$ cat config.mk
export PLATFORM = sky130hd
export DESIGN_NAME = sleep_and_wait_table_flat
export DESIGN_NICKNAME = d
export VERILOG_FILES = /design/src/rtl/swt_pkg.sv /design/src/rtl/swt_if.sv /design/src/rtl/sleep_and_wait_table.sv /design/src/flat_wrapper.sv
export SDC_FILE = /design/constraint.sdc
export NUM_CORES = 2
export LEC_CHECK = 0
export BUFFER_PORTS_ARGS = -buffer_cell sky130_fd_sc_hd__buf_2
export CORE_ASPECT_RATIO = 1.75
export CORE_MARGIN = 2
export CORE_UTILIZATION = 50
export CTS_CLUSTER_SIZE = 16
export DETAILED_ROUTE_END_ITERATION = 6
export PLACE_DENSITY_LB_ADDON = 0.12
export SLEW_MARGIN = 10
export SYNTH_ARGS = -nofsm -noshare
export SYNTH_HDL_FRONTEND = slang
export SYNTH_SLANG_ARGS = --single-unit
$ cat constraint.sdc
create_clock -name clk -period 43.7 [get_ports clk]
set_input_delay 2.185 -clock clk [delete_from_list [all_inputs] [get_ports clk]]
set_output_delay 2.185 -clock clk [all_outputs]
set_load 0.05 [all_outputs]
$ cat src/rtl/swt_pkg.sv
// Package for the sleep and wait table: widths, modes, sequencer states.
// No dependencies; used by sleep_and_wait_table.sv, the top level of the block.
package swt_pkg;

  localparam int TIMED_ENTRIES = 16;
  localparam int WAIT_ENTRIES  = 16;
  localparam int TIDX_W = (TIMED_ENTRIES > 1) ? $clog2(TIMED_ENTRIES) : 1;
  localparam int WIDX_W = (WAIT_ENTRIES > 1) ? $clog2(WAIT_ENTRIES) : 1;
  localparam int TCNT_W = $clog2(TIMED_ENTRIES + 1);
  localparam int WCNT_W = $clog2(WAIT_ENTRIES + 1);
  localparam logic [29:0] TICK_NANOS_RESET = 30'd1000000;
  localparam logic [29:0] NANOS_PER_SEC = 30'd1000000000;

  typedef enum logic [2:0] {
    MODE_TICK   = 3'd0,
    MODE_SLEEP  = 3'd1,
    MODE_WAIT   = 3'd2,
    MODE_WAKEUP = 3'd3,
    MODE_CHECK  = 3'd4
  } mode_t;

  typedef enum logic [2:0] {
    ST_IDLE,
    ST_MUL,
    ST_SCAN,
    ST_EMIT,
    ST_DONE
  } state_t;

endpackage

$ cat src/rtl/swt_if.sv
// Valid/ready channel interfaces for the sleep and wait table.
// Depends on nothing; payload widths are fixed by the block's fields.
interface swt_in_if;
  logic        valid;
  logic        ready;
  logic [2:0]  mode;
  logic [15:0] thread_tag;
  logic [31:0] condition;
  logic [31:0] duration_sec;
  logic [29:0] duration_nsec;
  modport source (output valid, mode, thread_tag, condition, duration_sec,
                  duration_nsec, input ready);
  modport sink (input valid, mode, thread_tag, condition, duration_sec,
                duration_nsec, output ready);
endinterface

interface swt_out_if;
  logic        valid;
  logic        ready;
  logic [15:0] woken_tag;
  logic        woke;
  logic        found;
  logic        table_full;
  logic        timer_active;
  logic        last;
  modport source (output valid, woken_tag, woke, found, table_full,
                  timer_active, last, input ready);
  modport sink (input valid, woken_tag, woke, found, table_full,
                timer_active, last, output ready);
endinterface

$ cat src/rtl/sleep_and_wait_table.sv
// Top level of the sleep and wait table: sequencer, both tables, one shared
// compare/add unit. Depends on swt_pkg and the channel interfaces in swt_if.
//
// Use: requests arrive on in_ch (valid/ready), results leave on out_ch.
// cfg_we with cfg_wdata writes tick_nanos (30 bits); the user must write it
// only while the block is idle, a rule the block itself leaves unchecked.
// Every request yields one or more result items; last marks the final one.
// A tick or wakeup walks its table one entry per cycle through a single
// 64-bit add and compare unit, compacting survivors in place. Each woken
// thread is held in a pending slot until the next one is found, so the last
// woken thread leaves as the final item of its request. A condition wait, a
// zero-length sleep or an unused mode goes straight to the final item; a
// timed sleep first forms its deadline (the 32x30 multiply split into 16-bit
// halves), and a tick, wakeup or check first walks its valid entries. One
// request at a time: in_ch.ready is high only in the idle state, from the
// cycle after the final item is made. Reset clears both fill counts, the
// timer flag and sets tick_nanos to 1000000; table contents are not cleared.
// An output register holds each item until taken; a stalled receiver holds
// the walk at a further woken entry and delays the final item.
module sleep_and_wait_table (
  input  logic        clk,
  input  logic        rst_n,
  input  logic        cfg_we,
  input  logic [29:0] cfg_wdata,
  swt_in_if.sink      in_ch,
  swt_out_if.source   out_ch
);
  import swt_pkg::*;

  // Table storage; valid entries form a prefix given by the fill counts.
  logic [15:0] t_tag_r  [TIMED_ENTRIES];
  logic [62:0] t_dl_r   [TIMED_ENTRIES];
  logic [63:0] t_el_r   [TIMED_ENTRIES];
  logic [15:0] w_tag_r  [WAIT_ENTRIES];
  logic [31:0] w_cond_r [WAIT_ENTRIES];
  logic [TCNT_W-1:0] t_cnt_r, t_cnt_nxt;
  logic [WCNT_W-1:0] w_cnt_r, w_cnt_nxt;

  state_t state_r, state_nxt;
  logic [29:0] tick_nanos_r;
  logic        timer_r, timer_nxt;
  logic [2:0]  mode_r;
  logic [15:0] tag_r;
  logic [31:0] cond_r;
  logic [31:0] sec_r;
  logic [29:0] nsec_r;
  logic [62:0] prod_r, prod_nxt;
  logic        half_r, half_nxt;
  logic [6:0]  rd_r, rd_nxt;
  logic [6:0]  wr_r, wr_nxt;
  logic [4:0]  nres_r, nres_nxt;
  logic        found_r, found_nxt;
  logic [15:0] ptag_r, ptag_nxt;

  logic        o_valid_r, o_valid_nxt;
  logic [15:0] o_tag_r, o_tag_nxt;
  logic        o_woke_r, o_woke_nxt, o_found_r, o_found_nxt;
  logic        o_full_r, o_full_nxt, o_last_r, o_last_nxt;
  logic        o_act_r, o_act_nxt;

  logic        out_free;
  logic        t_scan, scan_end, hit;
  logic [63:0] el_sum;
  logic [TIDX_W-1:0] t_ri, t_wi;
  logic [WIDX_W-1:0] w_ri, w_wi;
  logic        t_move, w_move, t_ins, w_ins;
  logic [31:0] mul_a;
  logic [61:0] mul_p;

  assign out_free = !o_valid_r || out_ch.ready;
  assign t_scan   = (mode_r == MODE_TICK);
  assign t_ri = rd_r[TIDX_W-1:0];
  assign t_wi = wr_r[TIDX_W-1:0];
  assign w_ri = rd_r[WIDX_W-1:0];
  assign w_wi = wr_r[WIDX_W-1:0];

  // Shared unit: one 64-bit add and one compare for the entry under the walk.
  assign el_sum   = t_el_r[t_ri] + {34'd0, tick_nanos_r};
  assign scan_end = t_scan ? (rd_r >= 7'(t_cnt_r)) : (rd_r >= 7'(w_cnt_r));
  assign hit = t_scan ? (el_sum >= {1'b0, t_dl_r[t_ri]}) : (w_cond_r[w_ri] == cond_r);

  // Deadline multiplier: 16x30 per cycle, two halves of duration_sec.
  assign mul_a = half_r ? {16'd0, sec_r[31:16]} : {16'd0, sec_r[15:0]};
  assign mul_p = 62'(mul_a) * 62'(NANOS_PER_SEC);

  // Sequencer next state and outputs.
  always_comb begin
    state_nxt = state_r;
    t_cnt_nxt = t_cnt_r;
    w_cnt_nxt = w_cnt_r;
    timer_nxt = timer_r;
    prod_nxt = prod_r;
    half_nxt = half_r;
    rd_nxt = rd_r;
    wr_nxt = wr_r;
    nres_nxt = nres_r;
    found_nxt = found_r;
    ptag_nxt = ptag_r;
    o_valid_nxt = o_valid_r && !out_ch.ready;
    o_tag_nxt = o_tag_r;
    o_woke_nxt = o_woke_r;
    o_found_nxt = o_found_r;
    o_full_nxt = o_full_r;
    o_last_nxt = o_last_r;
    o_act_nxt = o_act_r;
    t_move = 1'b0;
    w_move = 1'b0;
    t_ins = 1'b0;
    w_ins = 1'b0;
    case (state_r)
      ST_IDLE: begin
        rd_nxt = '0;
        wr_nxt = '0;
        nres_nxt = '0;
        found_nxt = 1'b0;
        prod_nxt = '0;
        half_nxt = 1'b0;
        if (in_ch.valid) begin
          case (in_ch.mode)
            MODE_TICK: begin
              state_nxt = ST_SCAN;
              if (t_cnt_r == '0) timer_nxt = 1'b0;
            end
            MODE_SLEEP: begin
              if (in_ch.duration_sec != '0 || in_ch.duration_nsec != '0) begin
                state_nxt = ST_MUL;
              end else begin
                state_nxt = ST_DONE;
              end
            end
            MODE_WAIT, MODE_WAKEUP, MODE_CHECK: begin
              state_nxt = (in_ch.mode == MODE_WAIT) ? ST_DONE : ST_SCAN;
            end
            default: state_nxt = ST_DONE;
          endcase
        end
      end
      ST_MUL: begin
        half_nxt = 1'b1;
        if (!half_r) begin
          prod_nxt = 63'(mul_p) + 63'(nsec_r);
        end else begin
          prod_nxt = prod_r + {mul_p[46:0], 16'd0};
          state_nxt = ST_DONE;
        end
      end
      ST_SCAN: begin
        if (scan_end) begin
          if (t_scan) t_cnt_nxt = TCNT_W'(wr_r);
          else if (mode_r == MODE_WAKEUP) w_cnt_nxt = WCNT_W'(wr_r);
          state_nxt = ST_DONE;
        end else if (mode_r == MODE_CHECK) begin
          if (hit) found_nxt = 1'b1;
          rd_nxt = rd_r + 7'd1;
        end else if (hit && nres_r != 5'd16) begin
          // Woken entry: the previous pending one leaves as a non-final item.
          if (nres_r == '0 || out_free) begin
            if (nres_r != '0) begin
              o_valid_nxt = 1'b1;
              o_tag_nxt = ptag_r;
              o_woke_nxt = 1'b1;
              o_found_nxt = 1'b0;
              o_full_nxt = 1'b0;
              o_last_nxt = 1'b0;
              o_act_nxt = timer_r;
            end
            ptag_nxt = t_scan ? t_tag_r[t_ri] : w_tag_r[w_ri];
            nres_nxt = nres_r + 5'd1;
            rd_nxt = rd_r + 7'd1;
          end
        end else begin
          t_move = t_scan;
          w_move = !t_scan;
          rd_nxt = rd_r + 7'd1;
          wr_nxt = wr_r + 7'd1;
        end
      end
      ST_DONE: begin
        // Inserts happen here, along with the final item of the request.
        if (out_free) begin
          o_valid_nxt = 1'b1;
          o_tag_nxt = (nres_r != '0) ? ptag_r : 16'd0;
          o_woke_nxt = (nres_r != '0);
          o_found_nxt = found_r;
          o_full_nxt = 1'b0;
          o_last_nxt = 1'b1;
          if (mode_r == MODE_SLEEP && (sec_r != '0 || nsec_r != '0)) begin
            if (t_cnt_r == TCNT_W'(TIMED_ENTRIES)) begin
              o_full_nxt = 1'b1;
            end else begin
              t_ins = 1'b1;
              t_cnt_nxt = t_cnt_r + 1'b1;
              timer_nxt = 1'b1;
            end
          end else if (mode_r == MODE_SLEEP || mode_r == MODE_WAIT) begin
            if (w_cnt_r == WCNT_W'(WAIT_ENTRIES)) o_full_nxt = 1'b1;
            else begin
              w_ins = 1'b1;
              w_cnt_nxt = w_cnt_r + 1'b1;
            end
          end
          o_act_nxt = timer_nxt;
          state_nxt = ST_IDLE;
        end
      end
      default: state_nxt = ST_IDLE;
    endcase
  end

  // Control registers.
  always_ff @(posedge clk) begin
    if (!rst_n) begin
      state_r <= ST_IDLE;
      t_cnt_r <= '0;
      w_cnt_r <= '0;
      timer_r <= 1'b0;
      tick_nanos_r <= TICK_NANOS_RESET;
      o_valid_r <= 1'b0;
    end else begin
      state_r <= state_nxt;
      t_cnt_r <= t_cnt_nxt;
      w_cnt_r <= w_cnt_nxt;
      timer_r <= timer_nxt;
      if (cfg_we) tick_nanos_r <= cfg_wdata;
      o_valid_r <= o_valid_nxt;
    end
  end

  // Payload and table registers.
  always_ff @(posedge clk) begin
    prod_r <= prod_nxt;
    half_r <= half_nxt;
    rd_r <= rd_nxt;
    wr_r <= wr_nxt;
    nres_r <= nres_nxt;
    found_r <= found_nxt;
    ptag_r <= ptag_nxt;
    o_tag_r <= o_tag_nxt;
    o_woke_r <= o_woke_nxt;
    o_found_r <= o_found_nxt;
    o_full_r <= o_full_nxt;
    o_last_r <= o_last_nxt;
    o_act_r <= o_act_nxt;
    if (in_ch.valid && in_ch.ready) begin
      mode_r <= in_ch.mode;
      tag_r <= in_ch.thread_tag;
      cond_r <= in_ch.condition;
      sec_r <= in_ch.duration_sec;
      nsec_r <= in_ch.duration_nsec;
    end
    if (t_move) begin
      t_tag_r[t_wi] <= t_tag_r[t_ri];
      t_dl_r[t_wi] <= t_dl_r[t_ri];
      t_el_r[t_wi] <= el_sum;
    end
    if (t_ins) begin
      t_tag_r[t_cnt_r[TIDX_W-1:0]] <= tag_r;
      t_dl_r[t_cnt_r[TIDX_W-1:0]] <= prod_r;
      t_el_r[t_cnt_r[TIDX_W-1:0]] <= '0;
    end
    if (w_move) begin
      w_tag_r[w_wi] <= w_tag_r[w_ri];
      w_cond_r[w_wi] <= w_cond_r[w_ri];
    end
    if (w_ins) begin
      w_tag_r[w_cnt_r[WIDX_W-1:0]] <= tag_r;
      w_cond_r[w_cnt_r[WIDX_W-1:0]] <= cond_r;
    end
  end

  assign in_ch.ready         = (state_r == ST_IDLE);
  assign out_ch.valid        = o_valid_r;
  assign out_ch.woken_tag    = o_tag_r;
  assign out_ch.woke         = o_woke_r;
  assign out_ch.found        = o_found_r;
  assign out_ch.table_full   = o_full_r;
  assign out_ch.timer_active = o_act_r;
  assign out_ch.last         = o_last_r;

  // Assertions.
  a_ready_idle: assert property (@(posedge clk) disable iff (!rst_n)
    in_ch.ready |-> !out_ch.valid || out_ch.last) else $error("busy idle");
  a_tcnt: assert property (@(posedge clk) disable iff (!rst_n)
    t_cnt_r <= TCNT_W'(TIMED_ENTRIES)) else $error("timed count");
  a_wcnt: assert property (@(posedge clk) disable iff (!rst_n)
    w_cnt_r <= WCNT_W'(WAIT_ENTRIES)) else $error("wait count");
  a_nres: assert property (@(posedge clk) disable iff (!rst_n)
    nres_r <= 5'd16) else $error("too many wakes");
endmodule
$ cat src/flat_wrapper.sv
// flat-port wrapper written by rule: the top's interface ports become plain ports
module sleep_and_wait_table_flat import swt_pkg::*;
  (clk, rst_n, cfg_we, cfg_wdata, in_ch_valid, in_ch_mode, in_ch_thread_tag, in_ch_condition, in_ch_duration_sec, in_ch_duration_nsec, in_ch_ready, out_ch_valid, out_ch_woken_tag, out_ch_woke, out_ch_found, out_ch_table_full, out_ch_timer_active, out_ch_last, out_ch_ready);
  swt_in_if in_ch_i ();
  swt_out_if out_ch_i ();
  input  logic clk;
  input  logic rst_n;
  input  logic cfg_we;
  input  logic [29:0] cfg_wdata;
  input wire logic [$bits(in_ch_i.valid)-1:0] in_ch_valid;
  input wire logic [$bits(in_ch_i.mode)-1:0] in_ch_mode;
  input wire logic [$bits(in_ch_i.thread_tag)-1:0] in_ch_thread_tag;
  input wire logic [$bits(in_ch_i.condition)-1:0] in_ch_condition;
  input wire logic [$bits(in_ch_i.duration_sec)-1:0] in_ch_duration_sec;
  input wire logic [$bits(in_ch_i.duration_nsec)-1:0] in_ch_duration_nsec;
  output wire logic [$bits(in_ch_i.ready)-1:0] in_ch_ready;
  output wire logic [$bits(out_ch_i.valid)-1:0] out_ch_valid;
  output wire logic [$bits(out_ch_i.woken_tag)-1:0] out_ch_woken_tag;
  output wire logic [$bits(out_ch_i.woke)-1:0] out_ch_woke;
  output wire logic [$bits(out_ch_i.found)-1:0] out_ch_found;
  output wire logic [$bits(out_ch_i.table_full)-1:0] out_ch_table_full;
  output wire logic [$bits(out_ch_i.timer_active)-1:0] out_ch_timer_active;
  output wire logic [$bits(out_ch_i.last)-1:0] out_ch_last;
  input wire logic [$bits(out_ch_i.ready)-1:0] out_ch_ready;
  assign in_ch_i.valid = in_ch_valid;
  assign in_ch_i.mode = in_ch_mode;
  assign in_ch_i.thread_tag = in_ch_thread_tag;
  assign in_ch_i.condition = in_ch_condition;
  assign in_ch_i.duration_sec = in_ch_duration_sec;
  assign in_ch_i.duration_nsec = in_ch_duration_nsec;
  assign in_ch_ready = in_ch_i.ready;
  assign out_ch_valid = out_ch_i.valid;
  assign out_ch_woken_tag = out_ch_i.woken_tag;
  assign out_ch_woke = out_ch_i.woke;
  assign out_ch_found = out_ch_i.found;
  assign out_ch_table_full = out_ch_i.table_full;
  assign out_ch_timer_active = out_ch_i.timer_active;
  assign out_ch_last = out_ch_i.last;
  assign out_ch_i.ready = out_ch_ready;
  sleep_and_wait_table u_core (.clk(clk), .rst_n(rst_n), .cfg_we(cfg_we), .cfg_wdata(cfg_wdata), .in_ch(in_ch_i), .out_ch(out_ch_i));
endmodule
* Yosys cells after proc, flatten, opt, wreduce, memory -nomap -nowiden
Memories as Yosys holds them, arrays and structs flattened. A register that Yosys moved wholly into a read port is not among the register bits. Index checks and enable logic that the tools add are counted.
Word-level totals: register bits 279, RAM bits 3056, output and inout bits 23, memories kept 5
Cells by class: add/subtract/negate cells 8, multiply operators 1, magnitude comparators 3, eq/ne operators 38, muxes and demuxes 142, bitwise logic cells 2, reduce and logical (&&, ||, !) cells 42
Memories:
- u_core.t_el_r | depth 16, width 64, rd ports 1, clocked after Yosys merged registers in 1, wr ports 1, RTL line sleep_and_wait_table.sv:33 | logic [63:0] t_el_r [TIMED_ENTRIES];
- u_core.t_dl_r | depth 16, width 63, rd ports 1, clocked after Yosys merged registers in 1, wr ports 1, RTL line sleep_and_wait_table.sv:32 | logic [62:0] t_dl_r [TIMED_ENTRIES];
- u_core.w_cond_r | depth 16, width 32, rd ports 1, clocked after Yosys merged registers in 1, wr ports 1, RTL line sleep_and_wait_table.sv:35 | logic [31:0] w_cond_r [WAIT_ENTRIES];
- u_core.t_tag_r | depth 16, width 16, rd ports 1, clocked after Yosys merged registers in 1, wr ports 1, RTL line sleep_and_wait_table.sv:31 | logic [15:0] t_tag_r [TIMED_ENTRIES];
- u_core.w_tag_r | depth 16, width 16, rd ports 1, clocked after Yosys merged registers in 1, wr ports 1, RTL line sleep_and_wait_table.sv:34 | logic [15:0] w_tag_r [WAIT_ENTRIES];
Operator list (number):
- 16-bit 2-to-1 mux | 11
- 63-bit 2-to-1 mux | 2
- 63-bit case mux with 2 select lines | 1
- 5-bit 2-to-1 mux | 16
- 1-bit 2-to-1 mux | 70
- 64-bit by 30-bit adder with 64-bit output | 1
- 64-bit by 63-bit greater-or-equal comparator with 1-bit output | 1
- 64-bit 2-to-1 mux | 1
- 32-bit nonzero test | 2
- 64-bit OR reduction | 1
- 62-bit by 30-bit adder with 63-bit output | 1
- 63-bit adder | 1
- 63-bit OR reduction | 1
- 30-bit nonzero test | 2
- 32-bit by 21-bit multiplier with 53-bit output, second input constant | 1
- 7-bit 2-to-1 mux | 7
- 4-bit 2-to-1 mux | 10
- 32-bit == test | 1
- 32-bit 2-to-1 mux | 1
- 16-bit case mux with 2 select lines | 1
- 16-bit OR reduction | 2
- 32-bit OR reduction | 1
- 5-bit case mux with 2 select lines | 3
- 7-bit case mux with 2 select lines | 2
- 30 further kinds | 96

* Longest topological paths before layout
word-level depth 11, mapped depth 39, gate-level depth less buffers 34

* Least setup slack after synthesis
Ideal clock, no wire load.
path kind register to register, start point reg with a tool-made name, end point mem u_core.t_dl_r[12][0] (enable), library setup time 693 ps, arrival 14932 ps, data required time 43007 ps, path slack 28075 ps, stages on the path, launching flop included 38, path buffers 12, path through dfxtp_1 -> buf_6 -> buf_12 -> buf_12 -> buf_8 -> buf_12 -> buf_12 -> buf_12 -> buf_6 -> buf_4 -> buf_2 -> buf_2 -> buf_1 -> mux4_2 -> mux4_2 -> ha_1 -> nor2b_1 -> o21ai_0 -> (+2 left out) -> o31ai_1 -> o31a_1 -> o21a_1 -> a2111oi_1 -> nand2_1 -> xnor2_1 -> ha_1 -> nand2_1 -> nor2_1 -> a2111oi_0 -> nor2_1 -> nor3_1 -> o21ai_0 -> o31ai_1 -> nand3_1 -> a21oi_1 -> nand3_1 -> a21oi_1
RTL lines (RTL line):
- end: declaration | sleep_and_wait_table.sv:32

==> metrics.txt <==
# TYPE chip_impl_metric gauge
chip_impl_metric{name="arrival",unit="ns"} 13.05
chip_impl_info{name="final_cell_mix",value="3288 x sky130_fd_sc_hd__edfxtp_1, 792 x sky130_fd_sc_hd__mux4_2, 442 x sky130_fd_sc_hd__nand2_1"} 1
chip_impl_metric{name="met1Wirelength",unit="mm"} 144.2
chip_impl_metric{name="grt_pass1_wl",unit="mm"} 560.9
chip_impl_info{name="synth_flop_cell",value="sky130_fd_sc_hd__edfxtp_1"} 1
chip_impl_metric{name="finalWeightedCongestion",unit=""} 0.9329
chip_impl_metric{name="dieHeight",unit="µm"} 713.4
chip_impl_metric{name="hold_buffers",unit=""} 0
chip_impl_info{name="critical_path_start_type",value="flip-flop"} 1
chip_impl_info{name="holdCritPathClass",value="reg2reg"} 1
chip_impl_info{name="holdCritStartpoint",value="u_core.tick_nanos_r[18]"} 1
chip_impl_metric{name="cts-htree-levels",unit=""} 5
chip_impl_metric{name="detailedRoute.firstPassIterationCount",unit=""} 6
chip_impl_metric{name="cts.reportedPaths.clkPinSlew",unit="ns"} 0.07
chip_impl_metric{name="timing.max_cap.violations",unit=""} 0
chip_impl_metric{name="totalNegativeSetupSlack",unit="ns"} 0
chip_impl_metric{name="finalWorstPathRequiredPeriod",unit="ns"} 12.58
chip_impl_info{name="cts_tree",value="built"} 1
chip_impl_info{name="ys_top_cells_by_area",value="sky130_fd_sc_hd__edfxtp_1 69%, sky130_fd_sc_hd__mux4_2 12%, sky130_fd_sc_hd__ha_1 2.8%"} 1
chip_impl_metric{name="drcViolationCount",unit=""} 0
chip_impl_metric{name="initial_core_util",unit="%"} 50.23
chip_impl_metric{name="synth_area",unit="mm²"} 0.1438
chip_impl_metric{name="synth.yosys.warnings",unit=""} 0
chip_impl_metric{name="worstMarginPinSlew",unit="ns"} 1.285
chip_impl_info{name="grt_setup_unrepaired",value="false"} 1
chip_impl_metric{name="rrSetupSlack",unit="ns"} 31.12
chip_impl_metric{name="total_length_of_routed_wires",unit="mm"} 391.1
chip_impl_info{name="clk_root_buffer_cell",value="sky130_fd_sc_hd__clkbuf_16"} 1
chip_impl_metric{name="detailroute.wirelength.met2",unit="mm"} 208.5
chip_impl_metric{name="timing.final.hold_violations",unit=""} 0
chip_impl_metric{name="globalRoute.totalOverflow",unit=""} 0
chip_impl_metric{name="buffer_ports.inserted",unit=""} 170
chip_impl_metric{name="die_area",unit="mm²"} 0.2921
chip_impl_info{name="worst_hold_path.endpoint",value="u_core.tick_nanos_r[18]"} 1
chip_impl_metric{name="netlist-cell-type-count",unit=""} 102
chip_impl_metric{name="final-setup-viol-count",unit=""} 0
chip_impl_metric{name="ys_seq_elements",unit=""} 3337
chip_impl_info{name="regToRegEndpoint",value="u_core.t_dl_r[14][9]"} 1
chip_impl_metric{name="grt_pass1_vias",unit=""} 78370
chip_impl_metric{name="number_of_vias_in_the_routed_layout",unit=""} 75040
chip_impl_metric{name="drtIter0Drc",unit=""} 7236
chip_impl_metric{name="r2r.worst_path.cells",unit=""} 28
chip_impl_metric{name="cts_post_setup_buffers_inserted",unit=""} 0
chip_impl_metric{name="synth_async_sr_flop_share",unit="%"} 0
chip_impl_metric{name="synth.yosys.seq_area_share",unit="%"} 69.34
chip_impl_metric{name="detail_route.wl_per_cell",unit="µm"} 32.22
chip_impl_metric{name="fp.coreArea",unit="mm²"} 0.2863
chip_impl_metric{name="grt_antenna_before_repair",unit=""} 20
chip_impl_info{name="worstSetupPathType",value="reg2reg"} 1
chip_impl_info{name="synth_top_cell_by_area",value="sky130_fd_sc_hd__edfxtp_1"} 1
chip_impl_info{name="outcome",value="finished, final reports clean"} 1
chip_impl_metric{name="ctsResizeCount",unit=""} 0
chip_impl_metric{name="drtAntennaViolNets",unit=""} 0
chip_impl_info{name="route.top_layer_used",value="met5"} 1
chip_impl_metric{name="track_usage",unit="%"} 26.72
chip_impl_metric{name="maxClockFrequency",unit="MHz"} 79.52
chip_impl_metric{name="final.period_utilization",unit="%"} 28.78
chip_impl_info{name="worst_setup_path_end_kind",value="flip-flop"} 1
chip_impl_metric{name="finalMaxSlewViolations",unit=""} 0
chip_impl_metric{name="layout_skew",unit="ns"} 0.05984
chip_impl_metric{name="maximum_number_of_pins_on_one_net_before_global_route_repair",unit=""} 109
chip_impl_metric{name="insertion_delay",unit="ns"} 0.90
chip_impl_info{name="critPathSlowestCell",value="sky130_fd_sc_hd__dfxtp_4"} 1
chip_impl_metric{name="design.portCount",unit=""} 171
chip_impl_metric{name="final_nets",unit=""} 8689
chip_impl_info{name="critical_path.most_common_cell",value="sky130_fd_sc_hd__nand3_1"} 1
chip_impl_metric{name="worst-path-max-fanout",unit=""} 64
chip_impl_metric{name="edff_count_synth",unit=""} 3288
chip_impl_metric{name="die_width",unit="µm"} 409.4
chip_impl_metric{name="clock_sink_count",unit=""} 3337
chip_impl_metric{name="buffers_from_clock_root_to_sink_at_most",unit=""} 4
chip_impl_metric{name="postSynthAreaPerCell",unit="µm²"} 18.62
chip_impl_metric{name="post_route_cells_drive_above_1_share",unit="%"} 21.61
chip_impl_info{name="layout.cells.most_common",value="sky130_fd_sc_hd__edfxtp_1"} 1
chip_impl_metric{name="hold_path_depth",unit=""} 2
chip_impl_metric{name="number_of_nets_produced_by_synthesis",unit=""} 8329
chip_impl_metric{name="post-dp-hpwl",unit="mm"} 241.2
chip_impl_metric{name="cp.required",unit="ns"} 44.18
chip_impl_metric{name="portion_of_synthesized_cell_area_occupied_by_the_leading_cell_type",unit="%"} 68.66
chip_impl_metric{name="routed_via_density",unit=""} 6.183
chip_impl_metric{name="gate_count_post_synth",unit=""} 7723
chip_impl_metric{name="met3RoutedLength",unit="mm"} 21.27
chip_impl_metric{name="cts_inserted_buffers",unit=""} 308
chip_impl_metric{name="n_fill_cell",unit=""} 21930
chip_impl_metric{name="syn_to_layout_area_delta",unit="%"} 11.00
chip_impl_metric{name="slew-limit-headroom",unit="%"} 12.09
chip_impl_metric{name="critical_path.max_stage_delay",unit="ns"} 0.79
chip_impl_metric{name="num_rows",unit=""} 260
cell type report:
class                   count  area, µm²  area share, %
diodes                     14      35.03        0.02195
repair buffers            385       2603          1.630
multi-input cells        3709      41180          25.80
inverters                 342       1294         0.8105
well taps                3799       4753          2.978
clock inverters           174       1856          1.162
clock buffers             377       8175          5.122
flip-flops and latches   3337      99730          62.48
worst max path at each step:
| stage | endpoint | slack, ns | cells after the start |
|---|---|---|---|
| after global routing | u_core.t_dl_r[13][14] | 30.22 | 28 |
| after CTS | u_core.t_dl_r[13][14] | 30.84 | 28 |
| after floorplan | u_core.t_dl_r[12][0] | 28.08 | 37 |
| after detailed placement | u_core.t_dl_r[13][40] | 30.91 | 28 |
| final | u_core.t_dl_r[14][9] | 31.12 | 28 |
| after global placement | u_core.t_dl_r[13][40] | 30.63 | 28 |
state kept, by name, indices dropped and copies added (netlist names), 5 cells and up, named ones only:
name and cells:
u_core.nsec_r 30, u_core.nres_r 5, u_core.ptag_r 16, u_core.w_cond_r 512
u_core.tag_r 16, u_core.prod_r 63, u_core.rd_r 7, u_core.t_cnt_r 5
u_core.t_tag_r 256, u_core.t_el_r 1024, u_core.wr_r 5, u_core.sec_r 32
u_core.tick_nanos_r 30, u_core.w_cnt_r 5, u_core.out_ch.woken_tag 16, u_core.w_tag_r 256
u_core.cond_r 32, u_core.t_dl_r 1008
metrics by stage:
stage	setup WS, ns	utilization (%)	hold WS [ns]	instances	instance area, µm²
finish	31.12	55.76	0.4964	12140	159600
global route	30.22	55.75	0.5244	12120	159600
CTS	30.84	55.74	0.4954	12120	159600
detailed placement	30.91	52.24	0.4784	11570	149500
global placement	30.63	52.23	0.4692	11570	149500
floorplan	28.08	-	0.4488	7723	143800
worst max-delay path, delay by kind of cell (launching register included):
kind | cells | cell delay (ns)
xor+xnor | 1 | 0.23
simple gates | 9 | 2.50
fa+ha+maj | 2 | 0.69
flops | 1 | 0.79
compound gates | 8 | 2.99
buf+inv | 6 | 3.54
mux | 2 | 1.12
synth_stat cells (all sizes together) (13+ instances only):
| cell | instances |
|---|---|
| nor4 | 48 |
| ha | 324 |
| xnor2 | 115 |
| and2 | 95 |
| o21ai | 189 |
| a21o | 70 |
| nand3 | 64 |
| or2 | 14 |
| nor2 | 281 |
| a211oi | 34 |
| o211ai | 24 |
| clkbuf | 179 |
| o21bai | 13 |
| mux4 | 849 |
| a21oi | 213 |
| nor3 | 44 |
| nand2 | 446 |
| dfxtp | 49 |
| edfxtp | 3288 |
| nand4 | 43 |
| xor2 | 76 |
| fa | 134 |
| and3 | 30 |
| mux2 | 73 |
| a31oi | 25 |
| buf | 154 |
| a22oi | 55 |
| o21a | 28 |
| nand2b | 30 |
| inv | 342 |
| o22ai | 35 |
| mux2i | 151 |
| nor2b | 37 |
kinds of logic after synthesis:
kind of cell	count (synthesis)	share of synthesized area, %
flops	3337	69.34
simple gates	1187	3.900
mux	1073	15.08
compound gates	800	3.568
buf+inv	677	2.256
fa+ha+maj	458	4.685
xor+xnor	191	1.163
layer usage:
layer	GRT usage, %	up-vias
li1	-	31680
met1	32.58	40040
met2	48.43	2611
met3	3.268	703
met4	10.11	10
met5	0	-
Power is not shown: default switching activity piles up to over one toggle a cycle in this logic, so the estimate is an artifact.
